--- src/rtl/dec168_pkg.sv ---
// Package for the (16,8) double-error-correcting decoder: parity-check rows,
// status codes, syndrome function and the syndrome-to-correction lookup table.
// No dependencies.
package dec168_pkg;

    localparam int CODE_BITS  = 16;
    localparam int SYN_BITS   = 8;
    localparam int DATA_BITS  = 8;
    localparam int POS_BITS   = 4;
    localparam int SYN_VALUES = 1 << SYN_BITS;

    typedef logic [CODE_BITS-1:0] word_t;
    typedef logic [SYN_BITS-1:0]  syn_t;
    typedef logic [POS_BITS-1:0]  pos_t;

    typedef enum logic [1:0] {
        ST_NONE   = 2'd0,
        ST_SINGLE = 2'd1,
        ST_DOUBLE = 2'd2,
        ST_FAIL   = 2'd3
    } status_t;

    typedef struct packed {
        status_t st;
        pos_t    first;
        pos_t    second;
    } dec_entry_t;

    typedef dec_entry_t [SYN_VALUES-1:0] dec_table_t;

    // Row r of H; bit c is H[r][c].
    localparam word_t H_ROWS [SYN_BITS] = '{
        16'h010F, 16'h0233, 16'h0455, 16'h086A,
        16'h1097, 16'h20A9, 16'h40DE, 16'h80E7
    };

    function automatic syn_t calc_syndrome(word_t word);
        syn_t syn;
        syn = '0;
        for (int r = 0; r < SYN_BITS; r++)
        begin
            syn[r] = ^(word & H_ROWS[r]);
        end
        return syn;
    endfunction

    function automatic syn_t h_column(int c);
        syn_t col;
        col = '0;
        for (int r = 0; r < SYN_BITS; r++)
        begin
            col[r] = H_ROWS[r][c];
        end
        return col;
    endfunction

    // Evaluated at elaboration: singles first, then pairs in ascending order.
    function automatic dec_table_t build_dec_table();
        dec_table_t tbl;
        syn_t       cols [CODE_BITS];
        logic       found;
        for (int c = 0; c < CODE_BITS; c++)
        begin
            cols[c] = h_column(c);
        end
        for (int s = 0; s < SYN_VALUES; s++)
        begin
            tbl[s].st     = ST_NONE;
            tbl[s].first  = '0;
            tbl[s].second = '0;
            found = (s == 0);
            for (int i = 0; i < CODE_BITS; i++)
            begin
                if (!found && cols[i] == SYN_BITS'(s))
                begin
                    found        = 1'b1;
                    tbl[s].st    = ST_SINGLE;
                    tbl[s].first = POS_BITS'(i);
                end
            end
            for (int i = 0; i < CODE_BITS; i++)
            begin
                for (int j = i + 1; j < CODE_BITS; j++)
                begin
                    if (!found && (cols[i] ^ cols[j]) == SYN_BITS'(s))
                    begin
                        found         = 1'b1;
                        tbl[s].st     = ST_DOUBLE;
                        tbl[s].first  = POS_BITS'(i);
                        tbl[s].second = POS_BITS'(j);
                    end
                end
            end
            if (!found)
            begin
                tbl[s].st = ST_FAIL;
            end
        end
        return tbl;
    endfunction

    localparam dec_table_t DEC_TABLE = build_dec_table();

endpackage

--- src/rtl/double_error_correcting_decoder_16_8_top.sv ---
// Top level of the (16,8) double-error-correcting decoder: four-stage pipeline
// (capture, syndrome, table lookup, bit flip). Depends on dec168_pkg.
//
//  channel | signals                                        | direction
//  --------+------------------------------------------------+----------
//  in      | in_valid, in_stall, received_word              | into block
//  out     | out_valid, out_stall, corrected_word, data_byte,| out of block
//          | status, first_position, second_position        |
//
// One word per cycle sustained while out_stall is low; a word passes through the
// capture, syndrome, lookup and flip registers in order. Reset clears all stage
// valid bits. Each stage advances when the stage after it is empty or advancing,
// so a stall on the output fills bubbles first and then holds every stage.
module double_error_correcting_decoder_16_8_top
(
    input  logic                             clk,
    input  logic                             rst_n,
    input  logic                             in_valid,
    output logic                             in_stall,
    input  logic [dec168_pkg::CODE_BITS-1:0] received_word,
    output logic                             out_valid,
    input  logic                             out_stall,
    output logic [dec168_pkg::CODE_BITS-1:0] corrected_word,
    output logic [dec168_pkg::DATA_BITS-1:0] data_byte,
    output logic [1:0]                       status,
    output logic [dec168_pkg::POS_BITS-1:0]  first_position,
    output logic [dec168_pkg::POS_BITS-1:0]  second_position
);
    import dec168_pkg::*;

    logic       s1_valid_reg, s2_valid_reg, s3_valid_reg, out_valid_reg;
    word_t      s1_word_reg, s2_word_reg, s3_word_reg;
    syn_t       s2_syn_reg;
    dec_entry_t s3_entry_reg;
    word_t      out_word_reg;
    status_t    out_status_reg;
    pos_t       out_first_reg, out_second_reg;

    logic       en_out, en3, en2, en1;
    word_t      flip_mask_next;
    word_t      out_word_next;

    assign en_out = !out_valid_reg || !out_stall;
    assign en3    = !s3_valid_reg || en_out;
    assign en2    = !s2_valid_reg || en3;
    assign en1    = !s1_valid_reg || en2;

    assign in_stall = !en1;

    always_comb
    begin
        flip_mask_next = '0;
        case (s3_entry_reg.st)
            ST_SINGLE:
            begin
                flip_mask_next = word_t'(1) << s3_entry_reg.first;
            end
            ST_DOUBLE:
            begin
                flip_mask_next = (word_t'(1) << s3_entry_reg.first)
                               | (word_t'(1) << s3_entry_reg.second);
            end
            default:
            begin
                flip_mask_next = '0;
            end
        endcase
        out_word_next = s3_word_reg ^ flip_mask_next;
    end

    // valid bits
    always_ff @(posedge clk or negedge rst_n)
    begin
        if (!rst_n)
        begin
            s1_valid_reg  <= 1'b0;
            s2_valid_reg  <= 1'b0;
            s3_valid_reg  <= 1'b0;
            out_valid_reg <= 1'b0;
        end
        else
        begin
            if (en1)
            begin
                s1_valid_reg <= in_valid;
            end
            if (en2)
            begin
                s2_valid_reg <= s1_valid_reg;
            end
            if (en3)
            begin
                s3_valid_reg <= s2_valid_reg;
            end
            if (en_out)
            begin
                out_valid_reg <= s3_valid_reg;
            end
        end
    end

    // payload
    always_ff @(posedge clk)
    begin
        if (en1)
        begin
            s1_word_reg <= received_word;
        end
        if (en2)
        begin
            s2_word_reg <= s1_word_reg;
            s2_syn_reg  <= calc_syndrome(s1_word_reg);
        end
        if (en3)
        begin
            s3_word_reg  <= s2_word_reg;
            s3_entry_reg <= DEC_TABLE[s2_syn_reg];
        end
        if (en_out)
        begin
            out_word_reg   <= out_word_next;
            out_status_reg <= s3_entry_reg.st;
            out_first_reg  <= s3_entry_reg.first;
            out_second_reg <= s3_entry_reg.second;
        end
    end

    assign out_valid       = out_valid_reg;
    assign corrected_word  = out_word_reg;
    assign data_byte       = out_word_reg[DATA_BITS-1:0];
    assign status          = out_status_reg;
    assign first_position  = out_first_reg;
    assign second_position = out_second_reg;

    a_accept_fills_s1 : assert property (@(posedge clk) disable iff (!rst_n)
        (in_valid && !in_stall) |=> s1_valid_reg)
        else $error("accepted word did not enter capture stage");

    a_no_flip_no_pos : assert property (@(posedge clk) disable iff (!rst_n)
        (out_valid && (out_status_reg == ST_NONE || out_status_reg == ST_FAIL))
        |-> (first_position == '0 && second_position == '0))
        else $error("positions set without a correction");

    a_single_pos : assert property (@(posedge clk) disable iff (!rst_n)
        (out_valid && out_status_reg == ST_SINGLE) |-> (second_position == '0))
        else $error("second position set on single correction");

    a_double_order : assert property (@(posedge clk) disable iff (!rst_n)
        (out_valid && out_status_reg == ST_DOUBLE) |-> (first_position < second_position))
        else $error("double correction positions out of order");

    a_hold_when_stalled : assert property (@(posedge clk) disable iff (!rst_n)
        (s3_valid_reg && out_valid_reg && out_stall) |=> s3_valid_reg)
        else $error("lookup stage dropped a word under stall");

endmodule

--- config.mk ---
export PLATFORM = sky130hd
export DESIGN_NAME = double_error_correcting_decoder_16_8_top
export DESIGN_NICKNAME = d
export VERILOG_FILES = /design/src/rtl/dec168_pkg.sv /design/src/rtl/double_error_correcting_decoder_16_8_top.sv
export SDC_FILE = /design/constraint.sdc
export NUM_CORES = 1
export LEC_CHECK = 0
export ABC_AREA = 1
export ABC_CLOCK_PERIOD_IN_PS = 9400
export BUFFER_PORTS_ARGS = -buffer_cell sky130_fd_sc_hd__buf_4
export CELL_PAD_IN_SITES_DETAIL_PLACEMENT = 1
export CELL_PAD_IN_SITES_GLOBAL_PLACEMENT = 2
export CORE_ASPECT_RATIO = 1.75
export CORE_UTILIZATION = 38
export DETAILED_ROUTE_END_ITERATION = 16
export HOLD_SLACK_MARGIN = 0.12
export PLACE_DENSITY = 0.87
export SYNTH_ARGS = -nofsm -noshare
export SYNTH_HDL_FRONTEND = slang
export SYNTH_SLANG_ARGS = --single-unit
--- constraint.sdc ---
create_clock -name clk -period 9.4 [get_ports clk]
set_clock_uncertainty 0.15 [all_clocks]
set_input_delay 0.47 -clock clk [delete_from_list [all_inputs] [get_ports clk]]
set_output_delay 0.47 -clock clk [all_outputs]
set_load 0.01 [all_outputs]
### After elaboration in Yosys (flattened, before gate mapping)

Memory sizes are Yosys's and may differ from the RTL's. A register that Yosys moved wholly into a read port is not among the register bits.
Index checks and enable logic that the tools add are counted.

| storage, ports and cells | value |
|---|---|
| ROM bits | 2560 |
| input port bits | 20 |
| register bits after elaboration | 86 |
| memories kept | 1 |

| cells by class | value |
|---|---|
| shift-type cells | 2 |
| multiplexer cells | 1 |
| equal/unequal tests | 2 |
| reductions and logical operators | 18 |
| bitwise logic cells | 2 |

Memory list:

| name | depth | width | rd ports | clocked after Yosys merged registers in | wr ports | line | source |
|---|---|---|---|---|---|---|---|
| (no name shown) | 256 | 10 | 1 | 1 | 0 | double_error_correcting_decoder_16_8_top.sv:117 | `s3_entry_reg <= DEC_TABLE[s2_syn_reg];` |

Operators by type and width:

| cell | count |
|---|---|
| $reduce_xor A16 Y1 | 8 |
| $pmux W16 S2 | 1 |
| $shl A1 B4 Y16 const A | 2 |
| $or A16 B16 Y16 | 1 |
| $xor A16 B16 Y16 | 1 |
| $logic_not A1 Y1 | 6 |
| $logic_or A1 B1 Y1 | 4 |
| $eq A2 B1 Y1 const B | 1 |
| $eq A2 B2 Y1 const B | 1 |

### Logic depth before layout (Yosys ltp)

Gate-level depths: netlist (run 1).

| logic depth | value |
|---|---|
| word-level depth | 6 |
| depth in mapped cells | 13 |
| gate-level depth less buffers | 13 |

### Least setup slack after synthesis (run 1)

OpenSTA, ideal clock, no wires.

| timing | value |
|---|---|
| path type | input to register |
| start point | in out_stall |
| end point | reg s1_word_reg[0] (enable) |
| setup slack | 5.931 ns |
| library setup time | 0.364 ns |
| arrival time | 2.955 ns |
| stages on the path | 7 |
| cells stage by stage | nand2_1 nor2_1 inv_1 nor2_1 inv_1 nor2_1 inv_1 |

| between the ends | value |
|---|---|
| word-level cells in the longest chain between the ends | 5 |

Ends and longest elaborated chain:

| item | line | source |
|---|---|---|
| start: declaration | double_error_correcting_decoder_16_8_top.sv:22 | `input logic out_stall,` |
| $logic_not A1 Y1 | double_error_correcting_decoder_16_8_top.sv:43 | `assign en_out = !out_valid_reg \|\| !out_stall;` |
| $logic_or A1 B1 Y1 | double_error_correcting_decoder_16_8_top.sv:43 |  |
| $logic_or A1 B1 Y1 | double_error_correcting_decoder_16_8_top.sv:44 | `assign en3 = !s3_valid_reg \|\| en_out;` |
| named net en3 | double_error_correcting_decoder_16_8_top.sv:39 | `logic en_out, en3, en2, en1;` |
| $logic_or A1 B1 Y1 | double_error_correcting_decoder_16_8_top.sv:45 | `assign en2 = !s2_valid_reg \|\| en3;` |
| named net en2 | double_error_correcting_decoder_16_8_top.sv:39 |  |
| $logic_or A1 B1 Y1 | double_error_correcting_decoder_16_8_top.sv:46 | `assign en1 = !s1_valid_reg \|\| en2;` |
| end signal: assignment | double_error_correcting_decoder_16_8_top.sv:107 | `s1_word_reg <= received_word;` |
| end: declaration | double_error_correcting_decoder_16_8_top.sv:32 | `word_t s1_word_reg, s2_word_reg, s3_word_reg;` |

The timed path passes the listed nets, and every way through them passes these cells.
A chain may end at the register's enable or synchronous reset.

### Worst setup path after layout (run 1)

| timing | value |
|---|---|
| start point | reg out_valid_reg (netlist: out_valid) |
| end point | out in_stall |

| between the ends | value |
|---|---|
| word-level cells in the longest chain between the ends | 6 |

Ends and longest elaborated chain:

| item | line | source |
|---|---|---|
| start: declaration | double_error_correcting_decoder_16_8_top.sv:31 | `logic s1_valid_reg, s2_valid_reg, s3_valid_reg, out_valid_reg;` |
| start signal: assignment | double_error_correcting_decoder_16_8_top.sv:97 | `out_valid_reg <= s3_valid_reg;` |
| $logic_not A1 Y1 | double_error_correcting_decoder_16_8_top.sv:43 |  |
| $logic_or A1 B1 Y1 | double_error_correcting_decoder_16_8_top.sv:43 |  |
| named net en_out | double_error_correcting_decoder_16_8_top.sv:39 |  |
| $logic_or A1 B1 Y1 | double_error_correcting_decoder_16_8_top.sv:44 |  |
| named net en3 | double_error_correcting_decoder_16_8_top.sv:39 |  |
| $logic_or A1 B1 Y1 | double_error_correcting_decoder_16_8_top.sv:45 |  |
| named net en2 | double_error_correcting_decoder_16_8_top.sv:39 |  |
| $logic_or A1 B1 Y1 | double_error_correcting_decoder_16_8_top.sv:46 |  |
| $logic_not A1 Y1 | double_error_correcting_decoder_16_8_top.sv:48 | `assign in_stall = !en1;` |
| end: declaration | double_error_correcting_decoder_16_8_top.sv:19 | `output logic in_stall,` |

The timed path passes the listed nets, and every way through them passes these cells.

==> results.py, run 1 <==
metrics = {
    "logic_synthesis": {
        "synth.avg_cell_area_um2": 7.77,
        "yosysWarnings": 0,
        "netlist_area_mm2": 0.00634,
        "synthesis.instances": 816,
        "synth.net_count": 846,
        "yosys.area.top_type": "edfxtp_1",
        "synth.area.top_cells": "edfxtp_1 (44%), nand2_1 (16%), nand3_1 (11%), xnor2_1 (4.6%), nor2_1 (3.4%)",
        "synth_cell_types": 29,
        "yosysTopAreaCellShare": 0.436,
        "ys_seq_elements": 96,
        "yosysSeqAreaShare": 0.452,
    },
    "power_and_ir_drop": {
        "power_density_mw_per_mm2": 364,
        "leakage_uw": 0.00322,
        "peakVddDrop_mv": 0.158,
    },
    "place": {
        "place_hpwl_um": 20000,
        "portBuffers": 55,
        "gp_congestion": 1.01,
    },
    "timing": {
        "report.final.slew_viol_count": 0,
        "tns_ns": 0,
        "hold_viol": 0,
        "max_slew.worst_pin.slew_ns": 1.04,
        "fmax_mhz": 261,
        "period_needed_ns": 3.83,
        "max_slew_margin": 0.304,
        "finalSetupViolCount": 0,
        "fin_crit_sh": 0.408,
        "grt_setup_unrepaired": "no",
    },
    "cells_and_area": {
        "nets": 877,
        "antennaDiodeCount": 0,
        "drive_above_1_share": 0.114,
        "syn_to_final_growth_pct": 13.3,
        "post-route-util": 0.439,
        "multi_input_area_mm2": 0.00301,
        "regArea_mm2": 0.00286,
        "fillers": 2011,
    },
    "floorplan": {
        "initial_core_util": 0.387,
        "die-area_mm2": 0.0172,
        "io_pins": 56,
        "die_x_um": 99.6,
        "die-height_um": 173,
        "placementRows": 62,
        "coreArea_mm2": 0.0164,
    },
    "worst_setup_path": {
        "critPathRequiredTime_ns": 8.78,
        "worst_ep_arrival_time_ns": 3.21,
        "crit_type": "reg2out",
        "cp-end-kind": "primary output",
        "path_cells": "nand2_1 > buf_4 > nor2_1 > inv_1 > nor2_1 > inv_1 > nor2_1 > buf_4",
        "path_buf_inv": 4,
        "crit_family": "buffers and inverters",
        "cp_slowest_cell": "inv_1",
        "worstSetupStartpointType": "register",
        "crit_path_max_incr_delay_ns": 0.79,
        "crit_top_cell": "nor2_1",
        "crit_fanout": 28,
    },
    "global_route": {
        "grt_max_degree": 50,
        "antenna_found_initial": 0,
        "grt_pass1_wl_um": 40000,
        "grt-ovfl-total": 0,
        "grt_pass1_vias": 6584,
        "grt_util_all_layers": 0.318,
    },
    "run": {
        "maxCapViolations": 0,
    },
    "min_path": {
        "hp-class": "in2reg",
    },
    "clock_tree": {
        "cts_tree": "yes",
        "ctsResizeCount": 0,
        "clk_pin_slew_ns": 0.07,
        "htreeDepth": 3,
        "cts_buffers": 9,
        "clock-sinks": 96,
        "cts_buffer_depth": 2,
        "cts_root_buffer": "clkbuf_16",
        "clock_latency_ns": 0.34,
    },
    "drt": {
        "routed_via_density": 5.75,
        "drt_iter0_drc": 435,
        "vias": 6184,
        "drc_errors": 0,
        "dr.pass1.iters": 5,
        "wl_um": 26600,
        "ant_nets": 0,
        "wl_per_cell_um": 24.7,
    },
    "status": {
        "outcome": "finished, final reports clean",
    },
}
## cell usage after synthesis (all sizes together)
cell type and number:
clkbuf 12, dfrtp 4, o211ai 2, a21oi 19
nand4 12, o21ai 23, nand3 142, nor3 1
xor2 13, edfxtp 92, nor3b 1, nand3b 3
o22ai 16, nor2 61, buf 35, a31oi 3
xnor2 33, ha 10, or2 3, nand2 277
inv 54
## cell usage in the layout (no fill, tap or decap)
cell | netlist | layout
o21ai_0 | 21 | 21
nor3_1 | 1 | 1
clkinv_4 | 0 | 1
nand2_1 | 275 | 275
xor2_1 | 13 | 13
o21ai_1 | 2 | 2
a31oi_1 | 3 | 3
inv_1 | 51 | 51
inv_8 | 0 | 3
bufinv_16 | 0 | 1
buf_4 | 14 | 66
dlygate4sd3_1 | 0 | 1
o22ai_1 | 16 | 16
nand3_2 | 3 | 3
o211ai_1 | 2 | 2
clkbuf_16 | 0 | 9
nand4_1 | 12 | 12
nand2_2 | 2 | 2
a21oi_1 | 19 | 19
nor3b_1 | 1 | 1
inv_2 | 3 | 3
ha_1 | 10 | 10
nand3_1 | 139 | 139
dfrtp_1 | 4 | 4
edfxtp_1 | 92 | 92
clkinv_8 | 0 | 1
inv_6 | 0 | 1
nand3b_1 | 3 | 3
xnor2_1 | 33 | 33
or2_2 | 3 | 3
nor2_1 | 58 | 57
nor2_2 | 3 | 4
## final cells by class
type / count / area share
clock buffer: 9 / 0.0313
clock inverter: 7 / 0.0136
inverter: 54 / 0.0282
multi-input combinational: 619 / 0.419
sequential: 96 / 0.398
tap: 224 / 0.0390
timing repair buffer: 67 / 0.0704
## where the power goes
group          switching (uW)  internal [uW]
registers                89.2            612
clock network             173            216
logic                    1100            422
## per-stage QoR
step | cells | setup slack (ns) | area (um^2) | total power (uW) | hold WS [ns]
floorplan | 816 | 5.93 | 6340 | 1640 | 0.0244
CTS | 1076 | 5.49 | 7180 | 2590 | 0.143
detailed placement | 1059 | 5.47 | 6850 | 2190 | 0.120
finish | 1076 | 5.57 | 7180 | 2620 | 0.151
global placement | 1059 | 5.68 | 6850 | 2160 | 0.117
global route | 1076 | 5.24 | 7180 | 2770 | 0.142
## cell families after synthesis
logic type / Yosys count / share of synthesized area
buffers and inverters: 101 / 0.0740
adders and majority gates: 10 / 0.0197
and+or+nand+nor: 500 / 0.337
DFF: 96 / 0.452
xor gates and xnor gates: 46 / 0.0635
AOI/OAI and AO/OA: 63 / 0.0543
## worst reg2reg max path: cells and delay by family, from the launching register on
| kind | cells | cell delay (ns) |
|---|---|---|
| and+or+nand+nor | 4 | 0.40 |
| buffers and inverters | 4 | 2.40 |
| DFF | 1 | 0.39 |
## metal layers
layer  wire (um)  part of all wire  vias to the layer above  global-route usage
met3        1200             0.045                      120              0.0428
met2       14100              0.53                      275               0.570
met4        2620             0.099                        0               0.270
li1            -                 -                     2782                   -
met5           0                 0                        -                   0
met1        8610              0.32                     3007               0.316
## final timing paths
kind	startpoint	end	slack [ns]	cells after the start
max in group asynchronous	rst_n	out_valid	8.66	2
min in group asynchronous	rst_n	s1_valid_reg	0.34	2
worst min register to register	s2_word_reg[2]	s3_word_reg[2]	0.28	0
worst max register to register	out_valid	s1_word_reg[0]	5.69	8
worst max-delay path	out_valid	in_stall	5.57	8
worst min-delay path	received_word[10]	s1_word_reg[10]	0.15	1
## repair_timing
action,in CTS,in global routing
endpoints found under the setup margin,0,0
buffers inserted,0,0
hold buffers,1,0
hold endpoints to repair,4,0
Power figures use the tool's default switching activity.
==> inputs of run 2 (changes only) <==
--- a/config.mk
+++ b/config.mk
@@ -6,15 +6,15 @@
 export NUM_CORES = 1
 export LEC_CHECK = 0
 export ABC_AREA = 1
-export ABC_CLOCK_PERIOD_IN_PS = 9400
+export ABC_CLOCK_PERIOD_IN_PS = 3320
 export BUFFER_PORTS_ARGS = -buffer_cell sky130_fd_sc_hd__buf_4
 export CELL_PAD_IN_SITES_DETAIL_PLACEMENT = 1
 export CELL_PAD_IN_SITES_GLOBAL_PLACEMENT = 2
 export CORE_ASPECT_RATIO = 1.75
-export CORE_UTILIZATION = 38
+export CORE_UTILIZATION = 32
 export DETAILED_ROUTE_END_ITERATION = 16
 export HOLD_SLACK_MARGIN = 0.12
-export PLACE_DENSITY = 0.87
+export PLACE_DENSITY = 0.78
 export SYNTH_ARGS = -nofsm -noshare
 export SYNTH_HDL_FRONTEND = slang
 export SYNTH_SLANG_ARGS = --single-unit
==> constraint.sdc (replaced) <==
create_clock -name clk -period 3.32 [get_ports clk]
set_clock_uncertainty 0.15 [all_clocks]
set_input_delay 0.166 -clock clk [delete_from_list [all_inputs] [get_ports clk]]
set_output_delay 0.166 -clock clk [all_outputs]
set_load 0.01 [all_outputs]
==> run 2 against run 1 <==
  * Power grew to 2.9 times the previous value
  * Count of clock-buffer cells in the layout stayed put
  * Flip-flop and latch count stayed put
  * Setup slack worse by 5.1 ns
  * Global-route usage is 2.9 points lower
  * Die area is 18% higher
  * Worst hold slack better by 0.012 ns
  * Sequential share of layout area is 2.0 points lower
  * Via count is 1.6% higher
  * Combinational power grew to 2.9 times the previous value
  * Largest cell class unchanged
  * Largest power group unchanged
==> results.py, run 2 (synthesis gave the netlist of run 1 again) <==
metrics = {
    "drt": {
        "drt_iter0_drc": 468,
        "wl_um": 28500,
        "drc_errors": 0,
        "dr.pass1.iters": 5,
        "wl_per_cell_um": 25.2,
        "routed_via_density": 5.56,
        "ant_nets": 0,
        "vias": 6283,
    },
    "floorplan": {
        "die_x_um": 108,
        "die-area_mm2": 0.0204,
        "coreArea_mm2": 0.0193,
        "io_pins": 56,
        "placementRows": 67,
        "die-height_um": 188,
        "initial_core_util": 0.329,
    },
    "worst_setup_path": {
        "cp-end-kind": "register",
        "r2r_cells": 10,
        "crit_type": "reg2reg",
        "worst_ep_arrival_time_ns": 2.95,
        "worstSetupStartpointType": "register",
        "critPathRequiredTime_ns": 3.41,
        "crit_fanout": 12,
    },
    "clock_tree": {
        "postCtsSetupBuffers": 0,
        "cts_buffers": 9,
        "cts_tree": "yes",
        "clock-sinks": 96,
        "cts_buffer_depth": 2,
        "clk_pin_slew_ns": 0.08,
        "htreeDepth": 3,
        "cts_root_buffer": "clkbuf_16",
        "clock_latency_ns": 0.36,
    },
    "power_and_ir_drop": {
        "leakage_uw": 0.00340,
        "peakVddDrop_mv": 0.551,
        "power_density_mw_per_mm2": 1010,
    },
    "cells_and_area": {
        "fillers": 2346,
        "mostFrequentLayoutCell": "nand2_1",
        "syn_to_final_growth_pct": 19.3,
        "nets": 915,
        "post-route-util": 0.392,
        "drive_above_1_share": 0.131,
        "antennaDiodeCount": 0,
        "final_cell_mix": "nand2_1 (274), nand3_1 (139), edfxtp_1 (92), buf_4 (84), nor2_1 (58)",
        "stdcell_area_mm2": 0.00756,
    },
    "status": {
        "outcome": "finished, final reports clean",
    },
    "global_route": {
        "grt_pass1_vias": 6547,
        "grt_util_all_layers": 0.289,
        "grt_pass1_wl_um": 41700,
        "grt-ovfl-total": 0,
        "grt_max_degree": 33,
        "antenna_found_initial": 2,
    },
    "timing": {
        "period_needed_ns": 2.87,
        "holdWs_ns": 0.164,
        "tns_ns": 0,
        "grt_setup_unrepaired": "no",
        "hold_viol": 0,
        "max_slew_margin": 0.510,
        "finalSetupViolCount": 0,
        "fin_crit_sh": 0.863,
        "max_slew.worst_pin.slew_ns": 0.734,
        "fmax_mhz": 349,
        "report.final.slew_viol_count": 0,
    },
    "place": {
        "gp_congestion": 1.04,
        "place_hpwl_um": 21800,
        "portBuffers": 55,
        "place_area_mm2": 0.00705,
    },
    "min_path": {
        "hold_depth": 4,
        "hp-class": "in2reg",
    },
    "run": {
        "maxCapViolations": 0,
    },
}
-- run 2: worst paths after layout --
check	end	start	slack (ns)
worst max-delay path	s3_entry_reg[6]	s2_syn_reg[0]	0.45
worst min-delay path	out_valid	out_stall	0.16
worst max register to register	s3_entry_reg[6]	s2_syn_reg[0]	0.45
worst min register to register	s3_word_reg[9]	s2_word_reg[9]	0.28
max in group asynchronous	s2_valid_reg	rst_n	2.29
min in group asynchronous	s3_valid_reg	rst_n	0.56
-- run 2: cell type report --
type / count / area (um^2) / area share
clock buffer: 9 / 225 / 0.0298
clock inverter: 7 / 97.6 / 0.0129
inverter: 54 / 203 / 0.0268
multi-input combinational: 619 / 3010 / 0.398
sequential: 96 / 2860 / 0.379
tap: 241 / 302 / 0.0399
timing repair buffer: 105 / 861 / 0.114
-- run 2: report_power, final --
group / internal, uW / switching (uW) / total (uW)
combinational: 1350 / 3130 / 4480
sequential: 1730 / 307 / 2040
clock: 611 / 516 / 1130
total: 3700 / 3960 / 7650
-- run 2: stage by stage --
step           cells  setup WS [ns]  power (uW)
3_3_place_gp    1096          0.587        6400
5_1_grt         1131          0.229        8070
4_1_cts         1131          0.480        7570
3_5_place_dp    1096          0.466        6400
6_report        1131          0.454        7650
2_1_floorplan    816          0.151        4660
-- run 2: repair_timing --
item / CTS / global route
endpoints found under the hold margin: 21 / 0
gates resized for setup: 0 / 0
hold buffers: 19 / 0
-- run 2: metal layers --
layer  GRT usage  wire (um)
met3      0.0436       1180
met5           0         22
met2       0.531      15400
met4       0.216       2290
met1       0.282       9600
-- run 2: worst max-delay path, stage by stage (launching register included) --
cell and delay, ns:
edfxtp_1 0.53, inv_1 0.31, ha_1 0.49, nand2_1 0.41, nand2_1 0.29, inv_1 0.08
o21ai_0 0.20, nor2_1 0.06, nor2_1 0.09, nand2_1 0.06, nand2_1 0.05
